<file path="src/rtl/square_matrix_multiply_accumulate_macros.svh">
// Assertion shorthands shared by smma_ctrl and smma_dp.
`ifndef SQUARE_MATRIX_MULTIPLY_ACCUMULATE_MACROS_SVH
`define SQUARE_MATRIX_MULTIPLY_ACCUMULATE_MACROS_SVH

// same-cycle implication, checked outside reset
`define SMMA_ASSERT_IMP(lbl, ante, cons, msg) \
    lbl: assert property (@(posedge i_clk) disable iff (!i_rst_n) (ante) |-> (cons)) \
        else $error(msg);

// next-cycle implication, checked outside reset
`define SMMA_ASSERT_NXT(lbl, ante, cons, msg) \
    lbl: assert property (@(posedge i_clk) disable iff (!i_rst_n) (ante) |=> (cons)) \
        else $error(msg);

`endif

</file>
<file path="src/rtl/smma_pkg.sv">
package smma_pkg;

    localparam int MAX_DIM   = 32;
    localparam int FRAC_BITS = 16;
    localparam int DATA_W    = 32;
    localparam int FLD_W     = 5;
    localparam int OP_W      = 3;
    localparam int CFG_W     = 6;
    localparam int CFG_RESET = 32;

    localparam int IDX_W     = $clog2(MAX_DIM);
    localparam int ADDR_W    = 2 * IDX_W;
    localparam int MEM_DEPTH = 1 << ADDR_W;
    localparam int PROD_W    = 2 * DATA_W;
    localparam int SHP_W     = PROD_W - FRAC_BITS;
    // MAX_DIM shifted products plus the old C entry
    localparam int ACC_W     = SHP_W + IDX_W + 1;

    localparam int IN_TDATA_W  = 48;
    localparam int OUT_TDATA_W = 40;

    typedef logic [OP_W-1:0] t_op;
    localparam t_op OP_WR_A = 3'd0;
    localparam t_op OP_WR_B = 3'd1;
    localparam t_op OP_WR_C = 3'd2;
    localparam t_op OP_RUN  = 3'd3;
    localparam t_op OP_RD_C = 3'd4;

    localparam logic KIND_DONE = 1'b0;
    localparam logic KIND_READ = 1'b1;

    typedef enum logic [1:0] {
        ST_IDLE,
        ST_ISSUE,
        ST_DRAIN,
        ST_RESP
    } t_state;

    typedef struct packed {
        logic             wr_a;
        logic             wr_b;
        logic             wr_c;
        logic             rd_c;
        logic             issue;
        logic             acc_clr;
        logic             store;
        logic             sat_clr;
        logic             out_load;
        logic             out_kind;
        logic [IDX_W-1:0] i;
        logic [IDX_W-1:0] j;
        logic [IDX_W-1:0] k;
    } t_dp_cmd;

    typedef struct packed {
        logic pipe_idle;
        logic out_free;
    } t_dp_stat;

    function automatic logic [IDX_W-1:0] fld_idx(input logic [FLD_W-1:0] v);
        return IDX_W'(v);
    endfunction

    function automatic logic fld_inside(input logic [FLD_W-1:0] v);
        return int'(v) < MAX_DIM;
    endfunction

endpackage

</file>
<file path="src/rtl/smma_ctrl.sv">
`include "square_matrix_multiply_accumulate_macros.svh"

module smma_ctrl (
    input  logic                   i_clk,
    input  logic                   i_rst_n,
    input  logic                   i_valid,
    output logic                   o_ready,
    input  smma_pkg::t_op          i_op,
    input  logic                   i_cfg_valid,
    output logic                   o_cfg_ready,
    input  logic [smma_pkg::CFG_W-1:0] i_cfg_data,
    output smma_pkg::t_dp_cmd      o_cmd,
    input  smma_pkg::t_dp_stat     i_stat
);
    import smma_pkg::*;

    t_state            r_state, n_state;
    logic [IDX_W-1:0]  r_i, r_j, r_k, r_last;
    logic [CFG_W-1:0]  r_matrix_size;
    logic              r_kind;
    logic              accept;
    logic              run_empty;
    logic [IDX_W-1:0]  run_last;
    logic              elem_last;

    assign o_ready     = (r_state == ST_IDLE);
    assign o_cfg_ready = 1'b1;
    assign accept      = i_valid && o_ready;
    assign elem_last   = (r_i == r_last) && (r_j == r_last);

    // sizes above MAX_DIM clamp
    always_comb begin
        run_empty = (r_matrix_size == '0);
        if (int'(r_matrix_size) > MAX_DIM) begin
            run_last = IDX_W'(MAX_DIM - 1);
        end else begin
            run_last = IDX_W'(r_matrix_size - 1'b1);
        end
    end

    always_comb begin
        n_state = r_state;
        unique case (r_state)
            ST_IDLE: begin
                if (accept && i_op == OP_RUN) begin
                    n_state = run_empty ? ST_RESP : ST_ISSUE;
                end else if (accept && i_op == OP_RD_C) begin
                    n_state = ST_RESP;
                end
            end
            ST_ISSUE: begin
                if (r_k == r_last) begin
                    n_state = ST_DRAIN;
                end
            end
            ST_DRAIN: begin
                if (i_stat.pipe_idle) begin
                    n_state = elem_last ? ST_RESP : ST_ISSUE;
                end
            end
            ST_RESP: begin
                if (i_stat.out_free) begin
                    n_state = ST_IDLE;
                end
            end
            default: n_state = ST_IDLE;
        endcase
    end

    always_comb begin
        o_cmd   = '0;
        o_cmd.i = r_i;
        o_cmd.j = r_j;
        o_cmd.k = r_k;
        unique case (r_state)
            ST_IDLE: begin
                o_cmd.wr_a    = accept && (i_op == OP_WR_A);
                o_cmd.wr_b    = accept && (i_op == OP_WR_B);
                o_cmd.wr_c    = accept && (i_op == OP_WR_C);
                o_cmd.rd_c    = accept && (i_op == OP_RD_C);
                o_cmd.sat_clr = accept && (i_op == OP_RUN);
            end
            ST_ISSUE: begin
                o_cmd.issue   = 1'b1;
                o_cmd.acc_clr = (r_k == '0);
            end
            ST_DRAIN: begin
                o_cmd.store = i_stat.pipe_idle;
            end
            ST_RESP: begin
                o_cmd.out_load = i_stat.out_free;
                o_cmd.out_kind = r_kind;
            end
            default: ;
        endcase
    end

    always_ff @(posedge i_clk) begin
        if (!i_rst_n) begin
            r_state       <= ST_IDLE;
            r_matrix_size <= CFG_W'(CFG_RESET);
            r_i           <= '0;
            r_j           <= '0;
            r_k           <= '0;
            r_last        <= '0;
            r_kind        <= KIND_DONE;
        end else begin
            r_state <= n_state;
            if (i_cfg_valid) begin
                r_matrix_size <= i_cfg_data;
            end
            if (r_state == ST_IDLE && accept) begin
                r_i    <= '0;
                r_j    <= '0;
                r_k    <= '0;
                r_last <= run_last;
                r_kind <= (i_op == OP_RD_C) ? KIND_READ : KIND_DONE;
            end
            if (r_state == ST_ISSUE) begin
                r_k <= (r_k == r_last) ? '0 : r_k + 1'b1;
            end
            if (r_state == ST_DRAIN && i_stat.pipe_idle) begin
                if (r_j == r_last) begin
                    r_j <= '0;
                    r_i <= r_i + 1'b1;
                end else begin
                    r_j <= r_j + 1'b1;
                end
            end
        end
    end

    `SMMA_ASSERT_IMP(a_store_after_drain, o_cmd.store, i_stat.pipe_idle && !o_cmd.issue,
        "C entry stored while products still in flight")
    `SMMA_ASSERT_IMP(a_load_when_free, o_cmd.out_load, i_stat.out_free,
        "result loaded over an unsent result")
    `SMMA_ASSERT_NXT(a_read_to_resp, accept && i_op == OP_RD_C,
        r_state == ST_RESP && r_kind == KIND_READ, "read request did not reach response")
endmodule

</file>
<file path="config.mk">
export PLATFORM = sky130hd
export DESIGN_NAME = smma_ctrl
export DESIGN_NICKNAME = d
export VERILOG_FILES = /design/src/rtl/smma_pkg.sv /design/src/rtl/smma_ctrl.sv
export VERILOG_INCLUDE_DIRS = /design/src /design/src/rtl
export SDC_FILE = /design/constraint.sdc
export NUM_CORES = 1
export LEC_CHECK = 0
export BUFFER_PORTS_ARGS = -buffer_cell sky130_fd_sc_hd__buf_4
export CORE_MARGIN = 4
export CORE_UTILIZATION = 57
export CTS_BUF_LIST = sky130_fd_sc_hd__clkbuf_16
export CTS_CLUSTER_DIAMETER = 150
export CTS_CLUSTER_SIZE = 28
export DETAILED_ROUTE_END_ITERATION = 7
export PLACE_DENSITY = 0.84
export REMOVE_ABC_BUFFERS = 1
export SKIP_CTS_REPAIR_TIMING = 1
export SYNTH_ARGS = -nofsm -noshare
export SYNTH_HDL_FRONTEND = slang
export SYNTH_SLANG_ARGS = --single-unit
</file>
<file path="constraint.sdc">
create_clock -name i_clk -period 2.7 [get_ports i_clk]
set_clock_uncertainty 0.05 [all_clocks]
set_input_delay 0.135 -clock i_clk [delete_from_list [all_inputs] [get_ports i_clk]]
set_output_delay 0.135 -clock i_clk [all_outputs]
set_load 0.05 [all_outputs]
</file>
**Word-level counts from Yosys, hierarchy flattened**

Index checks and enable logic that the tools add are counted.

- Logic and storage cells: 65
- Bits of input ports: 15
- Register bits after elaboration: 29
- Output and inout port bits: 27

- Equality and inequality tests: 14
- Multiplexer cells: 23
- Reductions and logical operators: 16
- Add/sub/neg operators: 4
- $lt $le $gt $ge: 1

Operator list:

| operator | number |
|---|---|
| 5-bit 2-to-1 mux | 9 |
| 2-bit 2-to-1 mux | 9 |
| 5-bit by 1-bit adder with 5-bit output, second input constant | 3 |
| 5-bit equality test | 3 |
| 1-bit logical AND | 9 |
| 2-bit case mux with 4 select lines | 1 |
| 3-bit by 2-bit equality test with 1-bit output, second input constant | 2 |
| 6-bit greater-than comparator, second input constant | 1 |
| 6-bit zero test | 1 |
| 2-bit inequality test, second input constant | 3 |
| 5-bit zero test | 1 |
| 5-bit by 1-bit subtractor with 5-bit output, second input constant | 1 |
| 2-bit equality test, second input constant | 2 |
| 4-bit 2-to-1 mux | 1 |
| 4-bit AND reduction | 1 |
| 2-bit nonzero test | 2 |
| 3-bit by 1-bit equality test with 1-bit output, second input constant | 1 |
| 3-bit equality test, second input constant | 1 |
| 3-bit zero test | 1 |
| 1-bit 2-to-1 mux | 3 |
| 3-bit by 1-bit inequality test with 1-bit output, second input constant | 1 |
| 2-bit by 1-bit equality test with 1-bit output, second input constant | 1 |
| 2-bit zero test | 1 |

**Depth between registers and ports, before layout**

Gate-level depths: netlist (run 1).

- Depth in word-level cells: 6
- Depth in mapped cells: 6
- Mapped depth without buffers: 6

**Worst setup path before layout (run 1)**

OpenSTA, ideal clock, no wires.

- Kind: register to output
- Start point: register r_state[1]
- End point: output o_cmd[22] (netlist name)
- Stages on the path, launching flop included: 5
- Arrival time: 2454 ps
- Setup slack: 61 ps
- Path buffers: 1
- Required time: 2515 ps
- Cell sequence: dfxtp_1 -> buf_6 -> nor2_8 -> nand2_4 -> nor4b_1

RTL lines:

| what | line | source |
|---|---|---|
| from (decl) | smma_ctrl.sv:17 | `t_state r_state, n_state;` |
| from (signal assigned) | smma_ctrl.sv:108 | `r_state <= n_state;` |
| to (decl) | smma_ctrl.sv:12 | `output smma_pkg::t_dp_cmd o_cmd,` |

**Worst setup path in the final report (run 1)**

- Start point: register r_state[1]
- End point: register r_i[2]

- Longest elaborated chain between the ends: 6
- Elaborated cells between the ends (all ways): 8
- Those cells by class: eq/ne: 1; mux: 3; reduce/logical: 4

Ends and longest elaborated chain:

| what | line | source |
|---|---|---|
| 2-bit zero test | smma_ctrl.sv:26, smma_ctrl.sv:112 |  |
| 1-bit logical AND | smma_ctrl.sv:28 | `assign accept = i_valid && o_ready;` |
| 1-bit logical AND | smma_ctrl.sv:112 | `if (r_state == ST_IDLE && accept) begin` |
| 5-bit 2-to-1 mux | smma_ctrl.sv:112 |  |
| 5-bit 2-to-1 mux | smma_ctrl.sv:123 | `if (r_j == r_last) begin` |
| 5-bit 2-to-1 mux * | smma_ctrl.sv:122 | `if (r_state == ST_DRAIN && i_stat.pipe_idle) begin` |
| to (signal assigned) | smma_ctrl.sv:125 | `r_i <= r_i + 1'b1;` |
| to (decl) | smma_ctrl.sv:18 | `logic [IDX_W-1:0] r_i, r_j, r_k, r_last;` |

Mark *: on every way between the ends. The rest lies on a longest branch, timed or not.
A chain may end at the register's enable or synchronous reset.

==> impl_metrics.yaml, run 1 <==
run_status:
  run_status: "finished, final reports clean"
cts:
  h-tree-depth: 2
  clkTransAtPathRegs_ns: 0.05
  clock_latency_of_the_later_clocked_register_in_the_worst_skew_pair_ns: 0.28
  tritoncts_clock_tree: "done"
  cts_root_buf: "clkbuf_16"
  clock_path_buffers: 2
  cts_made_buffers: 5
  clock_sinks: 29
drt:
  wl_met3_microns: 284
  dr.first_iter.drc_count: 66
  post_drt_wl_per_cell_microns: 16.6
  detailed_routing_iteration_count_for_the_pre_antenna_repair_pass: 4
  wl_met1_microns: 1760
  ant_nets: 0
  vias_per_cell: 6.00
  route.vias.total: 1631
  drt-total-wl_microns: 4510
  top_signal_layer_used: "met4"
  route.detailed.drc: 0
  detailroute.wirelength.met2_microns: 2330
floorplanning:
  die_height_microns: 63.3
  fp.dieArea_sq_mm: 0.00400
  die-width_microns: 63.3
  start_util_pct: 61.6
  row_count: 19
  pin_count: 42
  core_area_sq_mm: 0.00283
layout:
  nFillCells: 221
  seq_area_sq_um: 581
  num_antenna_cells: 0
  final-instance-count-excl-fill: 272
  multi_input_gate_area_in_the_final_layout_sq_mm: 0.00109
  drive_above_1_share_pct: 23.2
  num-nets-final: 261
  syn2layout_area_growth_pct: 26.2
logic_synthesis:
  synthesis.area_sq_mm: 0.00174
  post-synth-top-count-cell: "dfxtp_1"
  ys_dominant_reg_cell: "dfxtp_1"
  register_bit_total_from_synthesis: 29
  synth_async_sr_flop_share_pct: 0
  synth.area.top_cells: "dfxtp_1 (33%), xnor2_1 (8.5%), a21oi_1 (4.3%)"
  netlist_top_cells_count: "dfxtp_1 (29), nand2_1 (17), xnor2_1 (17), nor2_1 (16), a21oi_1 (15)"
  synthCells: 200
  yosysTopAreaCell: "dfxtp_1"
  synth_edf_count: 0
  seq_area_frac_synth_pct: 33.3
  yosysUniqueCellTypes: 52
  syn-mean-instance-area_sq_um: 8.71
  synth_top_cell_area_share_pct: 33.3
  synth_warnings: 0
setup_path:
  crit_fanout: 11
  timing.reg2reg.setup_slack_ns: 0.71
  worst_r2r_path_depth: 5
  critical_path.slowest_cell: "dfxtp_1"
  critPathCaptureType: "flop"
  crit_path_cell_chain: "nand3b_4 -> inv_2 -> nand3_1 -> a2111oi_0 -> a31o_1"
  crit_buf_inv: 1
  crit_required_ns: 2.87
  path_depth: 5
  worst_ep_arrival_time_ns: 2.15
  timing.critical_path.from_type: "flop"
  cpPeakStageDelay_ns: 0.68
  timing_worst_setup_path_type: "flop to flop"
  dominant_delay_contributor_by_cell_family_on_the_critical_path: "flip-flops"
timing:
  fin_crit_ns: 1.99
  timing.final.max_slew_violations: 0
  report.final.hold_viol_count: 0
  final.hold.worst_slack_ns: 0.0243
  rsz_0062_raised_after_global_routing: "no"
  fmaxAchievable_mhz: 503
  worst_max_slew_margin_expressed_relative_to_the_limit_pct: 61.5
  finalSetupViolCount: 0
  final.period_utilization_pct: 73.7
  tns_ns: 0
  worst_margin_slew_ns: 0.563
place:
  gpl.final_weighted_congestion: 0.815
  port_buffers: 40
  hpwlAfterDp_microns: 3180
  placed_cells: 264
power:
  powerDensity_mw_per_mm2: 727
  total_leakage_power_nw: 0.928
  worst_ir_drop_vdd_uv: 583
global_routing:
  grt_max_degree: 18
  grt_first_pass_wirelength_microns: 7560
  grt_overflow_total: 0
  antenna_found_initial: 0
  first_global_vias: 1588
  grt_util_all_layers_pct: 24.1
worst_hold_path:
  min-delay-path-class: "input port to flop"
  timing.hold.worst_path_depth: 3
flow_run:
  max_cap_viol_count: 0
==> metrics by stage <==
step                area, sq um  power (mW)  util, %  setup WS (ns)
finish                     2200        1.60     77.7          0.710
global route               2200        1.67     77.7          0.574
CTS                        2200        1.60     77.7          0.728
detailed placement         2030       0.973     71.8          0.876
global placement           2030       0.958     71.8           1.04
floorplan                  1690       0.848        -         0.0297
==> state kept, by name, indices dropped and copies added (netlist names) <==
register	cells
r_state	2
r_kind	1
r_j	5
r_last	5
r_k	5
r_matrix_size	6
r_i	5
==> final timing paths <==
path / startpoint / to
max: r_state[1] / r_i[2]
max reg2reg: r_state[1] / r_i[2]
min reg2reg: r_matrix_size[0] / r_last[0]
min: i_cfg_data[5] / r_matrix_size[5]
==> area by class of cell <==
class | count | area share [%]
multi-input cells | 157 | 49.4
flip-flops and latches | 29 | 26.4
clock buffers | 5 | 5.69
well taps | 31 | 1.76
clock inverters | 3 | 1.88
inverters | 7 | 1.20
repair buffers | 40 | 13.7
==> routing by layer <==
| layer | global-route usage, % | vias up |
|---|---|---|
| met5 | 0 | - |
| met4 | 9.43 | 0 |
| met3 | 7.64 | 16 |
| met2 | 43.7 | 52 |
| met1 | 25.8 | 764 |
| li1 | - | 799 |
==> worst min-delay path, stage by stage <==
cell	delay (ns)
buf_4	0.08
mux2i_1	0.05
nand2_1	0.06
==> power by group <==
part           internal (mW)  total (mW)  leakage [nW]  switching [mW]
sequential             0.461       0.535         0.237          0.0743
combinational          0.165       0.440         0.613           0.274
clock                  0.430       0.623        0.0775           0.192
==> cells by family (layout without fill, tap and decap cells) <==
kind of cell / Yosys count / count (layout) / share of synthesized area, %
other: 1 / 1 / 0.215
buffers and inverters: 14 / 55 / 4.31
DFF: 29 / 29 / 33.3
adders and majority gates: 6 / 6 / 4.31
and+or+nand+nor: 76 / 76 / 25.7
muxes: 7 / 7 / 4.09
AOI/OAI and AO/OA: 46 / 46 / 17.5
xor gates and xnor gates: 21 / 21 / 10.6
==> cell usage in the layout, fill, tap and decap left out, types with 2 or more instances in the layout <==
cell / netlist / final
a2111o_1: 2 / 2
a21oi_1: 15 / 15
a31o_1: 2 / 2
and2_1: 2 / 2
and3_1: 4 / 4
buf_4: 2 / 40
clkbuf_16: 0 / 5
dfxtp_1: 29 / 29
ha_1: 6 / 6
inv_1: 6 / 6
mux2i_1: 6 / 6
nand2_1: 17 / 17
nand2b_1: 3 / 3
nand3_1: 7 / 7
nand3b_1: 2 / 2
nand4_1: 3 / 3
nor2_1: 16 / 16
nor2b_1: 2 / 2
nor3_1: 4 / 4
nor4_1: 3 / 3
nor4b_1: 2 / 2
o211ai_1: 3 / 3
o21ai_0: 2 / 2
o21ai_1: 10 / 10
o221ai_1: 2 / 2
xnor2_1: 17 / 17
xor2_1: 4 / 4
Power figures use the tool's default switching activity.
==> run 2, diff against run 1 <==
Settings changed: CORE_UTILIZATION 57 to 53, PLACE_DENSITY 0.84 to 0.79.
Clock period 2.7 ns to 1.9 ns, I/O delays scaled along.
==> impl_metrics.yaml, run 2 (synthesis results as in run 1) <==
run_status:
  run_status: "complete, but fails checks"
  violations: "hold timing"
layout:
  most-common-layout-cells: "buf_4 (42), dfxtp_1 (27), nand2_1 (17), xnor2_1 (17), nor2_1 (16)"
  nFillCells: 258
  syn2layout_area_growth_pct: 27.9
  largest_reg_flops: 6
  regMostFlops: "r_matrix_size"
  drive_above_1_share_pct: 24.3
  num-nets-final: 263
  num_antenna_cells: 0
  layout.cells.most_common: "buf_4"
setup_path:
  crit_fanout: 6
  crit_path_cell_chain: "ha_1 -> nand3_1 -> or2_0 -> a2111o_1 -> a21oi_1"
  timing_worst_setup_path_type: "flop to flop"
  crit_required_ns: 2.04
  worst_r2r_path_depth: 5
  critPathCaptureType: "flop"
  worst_ep_arrival_time_ns: 1.81
  critical_path.slowest_cell: "dfxtp_1"
  worstSetupEndpoint: "r_i[4]"
  timing.reg2reg.setup_slack_ns: 0.23
  cpPeakStageDelay_ns: 0.44
  r2r_start: "r_i[0]"
  timing.critical_path.from: "r_i[0]"
  timing.critical_path.from_type: "flop"
  rr_endpoint: "r_i[4]"
cts:
  cts_root_buf: "clkbuf_16"
  cts_made_buffers: 5
  clock_latency_of_the_later_clocked_register_in_the_worst_skew_pair_ns: 0.27
  clock_path_buffers: 2
  tritoncts_clock_tree: "done"
  h-tree-depth: 2
  clock_sinks: 29
  clkTransAtPathRegs_ns: 0.05
global_routing:
  grt_first_pass_wirelength_microns: 6690
  grt_max_degree: 18
  antenna_found_initial: 0
  grt_util_all_layers_pct: 19.6
  first_global_vias: 1420
  grt_overflow_total: 0
drt:
  dr.first_iter.drc_count: 78
  drt-total-wl_microns: 4080
  route.vias.total: 1585
  detailed_routing_iteration_count_for_the_pre_antenna_repair_pass: 4
  ant_nets: 0
  post_drt_wl_per_cell_microns: 14.2
  route.detailed.drc: 0
  vias_per_cell: 5.52
timing:
  postLayoutSetupSlackWorst_ns: 0.232
  report.final.hold_viol_count: 1
  worst_max_slew_margin_expressed_relative_to_the_limit_pct: 64.3
  fin_crit_ns: 1.67
  finalSetupViolCount: 0
  final.hold.worst_slack_ns: -0.00798
  worst_margin_slew_ns: 0.535
  timing.final.max_slew_violations: 0
  rsz_0062_raised_after_global_routing: "no"
  final.period_utilization_pct: 87.8
  fmaxAchievable_mhz: 600
power:
  worst_ir_drop_vdd_uv: 744
  powerDensity_mw_per_mm2: 1010
  total_leakage_power_nw: 0.944
place:
  port_buffers: 40
  gpl.final_weighted_congestion: 0.858
  place_ws_ns: 0.169
  hpwlAfterDp_microns: 2900
floorplanning:
  core_area_sq_mm: 0.00310
  row_count: 20
  die-width_microns: 65.3
  start_util_pct: 56.1
  pin_count: 42
  fp.dieArea_sq_mm: 0.00427
  die_height_microns: 65.3
flow_run:
  max_cap_viol_count: 0
worst_hold_path:
  min-delay-path-class: "input port to flop"
  timing.hold.worst_path_depth: 3
[run 2: cell types whose count changed in the layout (fill, tap and decap cells not counted), sizes merged]
cell / before / now
clkinvlp: 1 / 0
inv: 7 / 8
buf: 40 / 42
[run 2: final cells by class]
| class | count | area (sq um) | share of cell area (%) |
|---|---|---|---|
| well taps | 44 | 55.1 | 2.47 |
| clock buffers | 5 | 125 | 5.61 |
| clock inverters | 3 | 37.5 | 1.68 |
| repair buffers | 42 | 315 | 14.1 |
| flip-flops and latches | 29 | 583 | 26.2 |
| multi-input cells | 157 | 1090 | 48.7 |
| inverters | 7 | 26.3 | 1.18 |
[run 2: worst min-delay path by stage]
| stage | from | endpoint | slack [ns] |
|---|---|---|---|
| after floorplan | i_rst_n | r_matrix_size[5] | 0.11 |
| after global placement | i_cfg_data[5] | r_matrix_size[5] | 0.26 |
| after detailed placement | i_cfg_data[5] | r_matrix_size[5] | 0.27 |
| after CTS | i_cfg_data[5] | r_matrix_size[5] | -0.009 |
| after global routing | i_cfg_data[3] | r_matrix_size[3] | 0.02 |
| final | i_cfg_data[5] | r_matrix_size[5] | -0.008 |
[run 2: worst max-delay path: cells and delay by family, from the launching register on]
kind                       cells  cell delay (ns)
AOI/OAI and AO/OA              2             0.55
adders and majority gates      1             0.23
DFF                            1             0.44
and+or+nand+nor                2             0.33
[run 2: stage by stage]
step                cell area, sq um  TNS (ns)  utilization [%]  instances  power (mW)
global route                    2230         0             71.8        287        2.35
CTS                             2230         0             71.7        287        2.25
floorplan                       1690     -2.74                -        193        1.20
finish                          2230         0             71.8        287        2.24
detailed placement              2060         0             66.5        279        1.38
global placement                2060         0             66.5        279        1.37
[run 2: per-layer routing]
layer / track usage, % / part of all wire (%) / vias up
met2: 34.5 / 51 / 45
met4: 3.11 / 0.20 / 0
met1: 25.1 / 43 / 736
li1: - / - / 802
met5: 0 / 0 / -
met3: 3.76 / 5.4 / 2
[run 2: power by group]
part / switching, mW / internal, mW
combinational: 0.395 / 0.239
sequential: 0.0963 / 0.658
clock: 0.249 / 0.607
==> run 3, diff against run 2 <==
Settings changed: ABC_AREA set to 1.
==> impl_metrics.yaml, run 3 <==
drt:
  drt-total-wl_microns: 4520
  ant_nets: 0
  route.detailed.drc: 0
  route.vias.total: 1898
  detailed_routing_iteration_count_for_the_pre_antenna_repair_pass: 4
  vias_per_cell: 5.01
  post_drt_wl_per_cell_microns: 11.9
  dr.first_iter.drc_count: 93
layout:
  layout.cells.most_common: "nand2_1"
  finalCoreUtilization_pct: 69.6
  drive_above_1_share_pct: 18.9
  syn2layout_area_growth_pct: 27.6
  num-nets-final: 353
  num_antenna_cells: 0
  non_filler_cell_area_final_sq_mm: 0.00232
  largest_reg_flops: 6
  most-common-layout-cells: "nand2_1 (84), buf_4 (40), inv_1 (38)"
  nFillCells: 304
  final-instance-count-excl-fill: 379
  regMostFlops: "r_matrix_size"
logic_synthesis:
  synth_edf_count: 0
  seq_area_frac_synth_pct: 31.9
  synth.area.top_cells: "dfxtp_1 (32%), nand2_1 (17%), inv_1 (7.6%)"
  synthCells: 288
  syn-mean-instance-area_sq_um: 6.32
  synth_async_sr_flop_share_pct: 0
  synth_top_cell_area_share_pct: 31.9
  synth_warnings: 0
  yosysUniqueCellTypes: 30
  synthesis.area_sq_mm: 0.00182
  ys_dominant_reg_cell: "dfxtp_1"
  netlist_top_cells_count: "nand2_1 (84), inv_1 (37), nor2_1 (36), dfxtp_1 (29), a21oi_1 (20)"
  register_bit_total_from_synthesis: 29
  post-synth-top-count-cell: "nand2_1"
  yosysTopAreaCell: "dfxtp_1"
setup_path:
  crit_required_ns: 1.75
  timing_worst_setup_path_type: "flop to primary output"
  timing.reg2reg.setup_slack_ns: 0.33
  crit_fanout: 12
  worst_ep_arrival_time_ns: 1.54
  worst_r2r_path_depth: 8
  timing.critical_path.from_type: "flop"
  critPathCaptureType: "primary output"
timing:
  finalSetupViolCount: 0
  report.final.hold_viol_count: 0
  final.period_utilization_pct: 88.7
  fin_crit_ns: 1.68
  fmaxAchievable_mhz: 594
  postLayoutSetupSlackWorst_ns: 0.216
  tns_ns: 0
  final.hold.worst_slack_ns: 0.00568
  timing.final.max_slew_violations: 0
  rsz_0062_raised_after_global_routing: "no"
power:
  power_switching_share_pct: 43.0
  powerDensity_mw_per_mm2: 1280
  power.share.combinational_pct: 42.6
  cell_internal_pwr_mw: 1.70
  worst_ir_drop_vdd_uv: 631
  p_sw_mw: 1.28
  design_power_total_mw: 2.98
  share_clk_of_total_power_pct: 29.3
  total_leakage_power_nw: 1.11
  seqPwrFrac_pct: 28.2
worst_hold_path:
  min-delay-path-class: "input port to flop"
  timing.hold.worst_path_depth: 3
place:
  hpwlAfterDp_microns: 3190
  port_buffers: 40
  gpl.final_weighted_congestion: 0.814
  dpl_cell_area_sq_mm: 0.00215
  placed_cells: 370
  place_ws_ns: 0.345
global_routing:
  grt_util_all_layers_pct: 22.5
  first_global_vias: 1741
  antenna_found_initial: 0
  grt_overflow_total: 0
  grt_first_pass_wirelength_microns: 7620
  grt_max_degree: 19
cts:
  clock_path_buffers: 2
  clock_sinks: 29
  tritoncts_clock_tree: "done"
  cts_made_buffers: 5
  cts_root_buf: "clkbuf_16"
  clkTransAtPathRegs_ns: 0.04
  clock_latency_of_the_later_clocked_register_in_the_worst_skew_pair_ns: 0.28
  h-tree-depth: 2
floorplanning:
  core_area_sq_mm: 0.00334
  row_count: 21
  fp.dieArea_sq_mm: 0.00443
  die-width_microns: 66.6
  die_height_microns: 66.6
  pin_count: 42
  start_util_pct: 54.5
run_status:
  run_status: "finished, final reports clean"
flow_run:
  max_cap_viol_count: 0
==> run 3: changes by cell type after synthesis, moves of 11 or more <==
cell	previous run	this run
xnor2_1	17	3
o21ai_0	2	15
nor2_1	16	36
nand2_1	17	84
nand3_1	7	18
inv_1	6	37
==> run 3: metal layers <==
layer | GRT usage [%] | up-vias | wire length (microns)
met2 | 36.8 | 46 | 2130
met4 | 11.4 | 0 | 104
met1 | 27.1 | 856 | 2040
li1 | - | 986 | -
met3 | 5.90 | 10 | 250
met5 | 0 | - | 0
==> run 3: cell type report <==
cell class	count	area, sq um	area share, %
Multi-Input combinational cell	212	1050	45.2
Sequential cell	29	581	25.0
Timing Repair Buffer	41	310	13.4
Inverter	43	161	6.95
Clock buffer	5	125	5.39
Tap cell	46	57.6	2.48
Clock inverter	3	37.5	1.62
==> run 3: critical path, stage by stage (launching register included) <==
cell and delay (ns):
dfxtp_1 0.39, nor2_4 0.17, nand2_2 0.21, nor4_1 0.25, buf_4 0.25
==> run 3: worst paths after layout <==
path / startpoint / to
min reg2reg: r_matrix_size[0] / r_last[0]
min: i_cfg_valid / r_matrix_size[5]
max reg2reg: r_state[0] / r_i[3]
max: r_state[1] / o_cmd[22]
==> run 3: power by group through the flow <==
| stage | sequential, mW | clock, mW | combinational [mW] |
|---|---|---|---|
| after detailed placement | 0.844 | 0 | 1.26 |
| after global placement | 0.840 | 0 | 1.25 |
| after global routing | 0.851 | 0.920 | 1.40 |
| after CTS | 0.834 | 0.883 | 1.27 |
| final | 0.838 | 0.871 | 1.27 |
| after floorplan | 0.884 | 0 | 0.900 |
==> run 3: cell families (layout without fill, tap and decap cells) <==
family,count (synthesis),count (layout),share of synthesized area (%)
XOR/XNOR,10,10,4.81
AND/OR/NAND/NOR,157,157,37.8
other,1,1,0.206
buffers and inverters,47,92,10.4
AO/OA/AOI/OAI,38,38,10.8
adder cells (fa/ha/maj),6,6,4.13
flip-flops,29,29,31.9
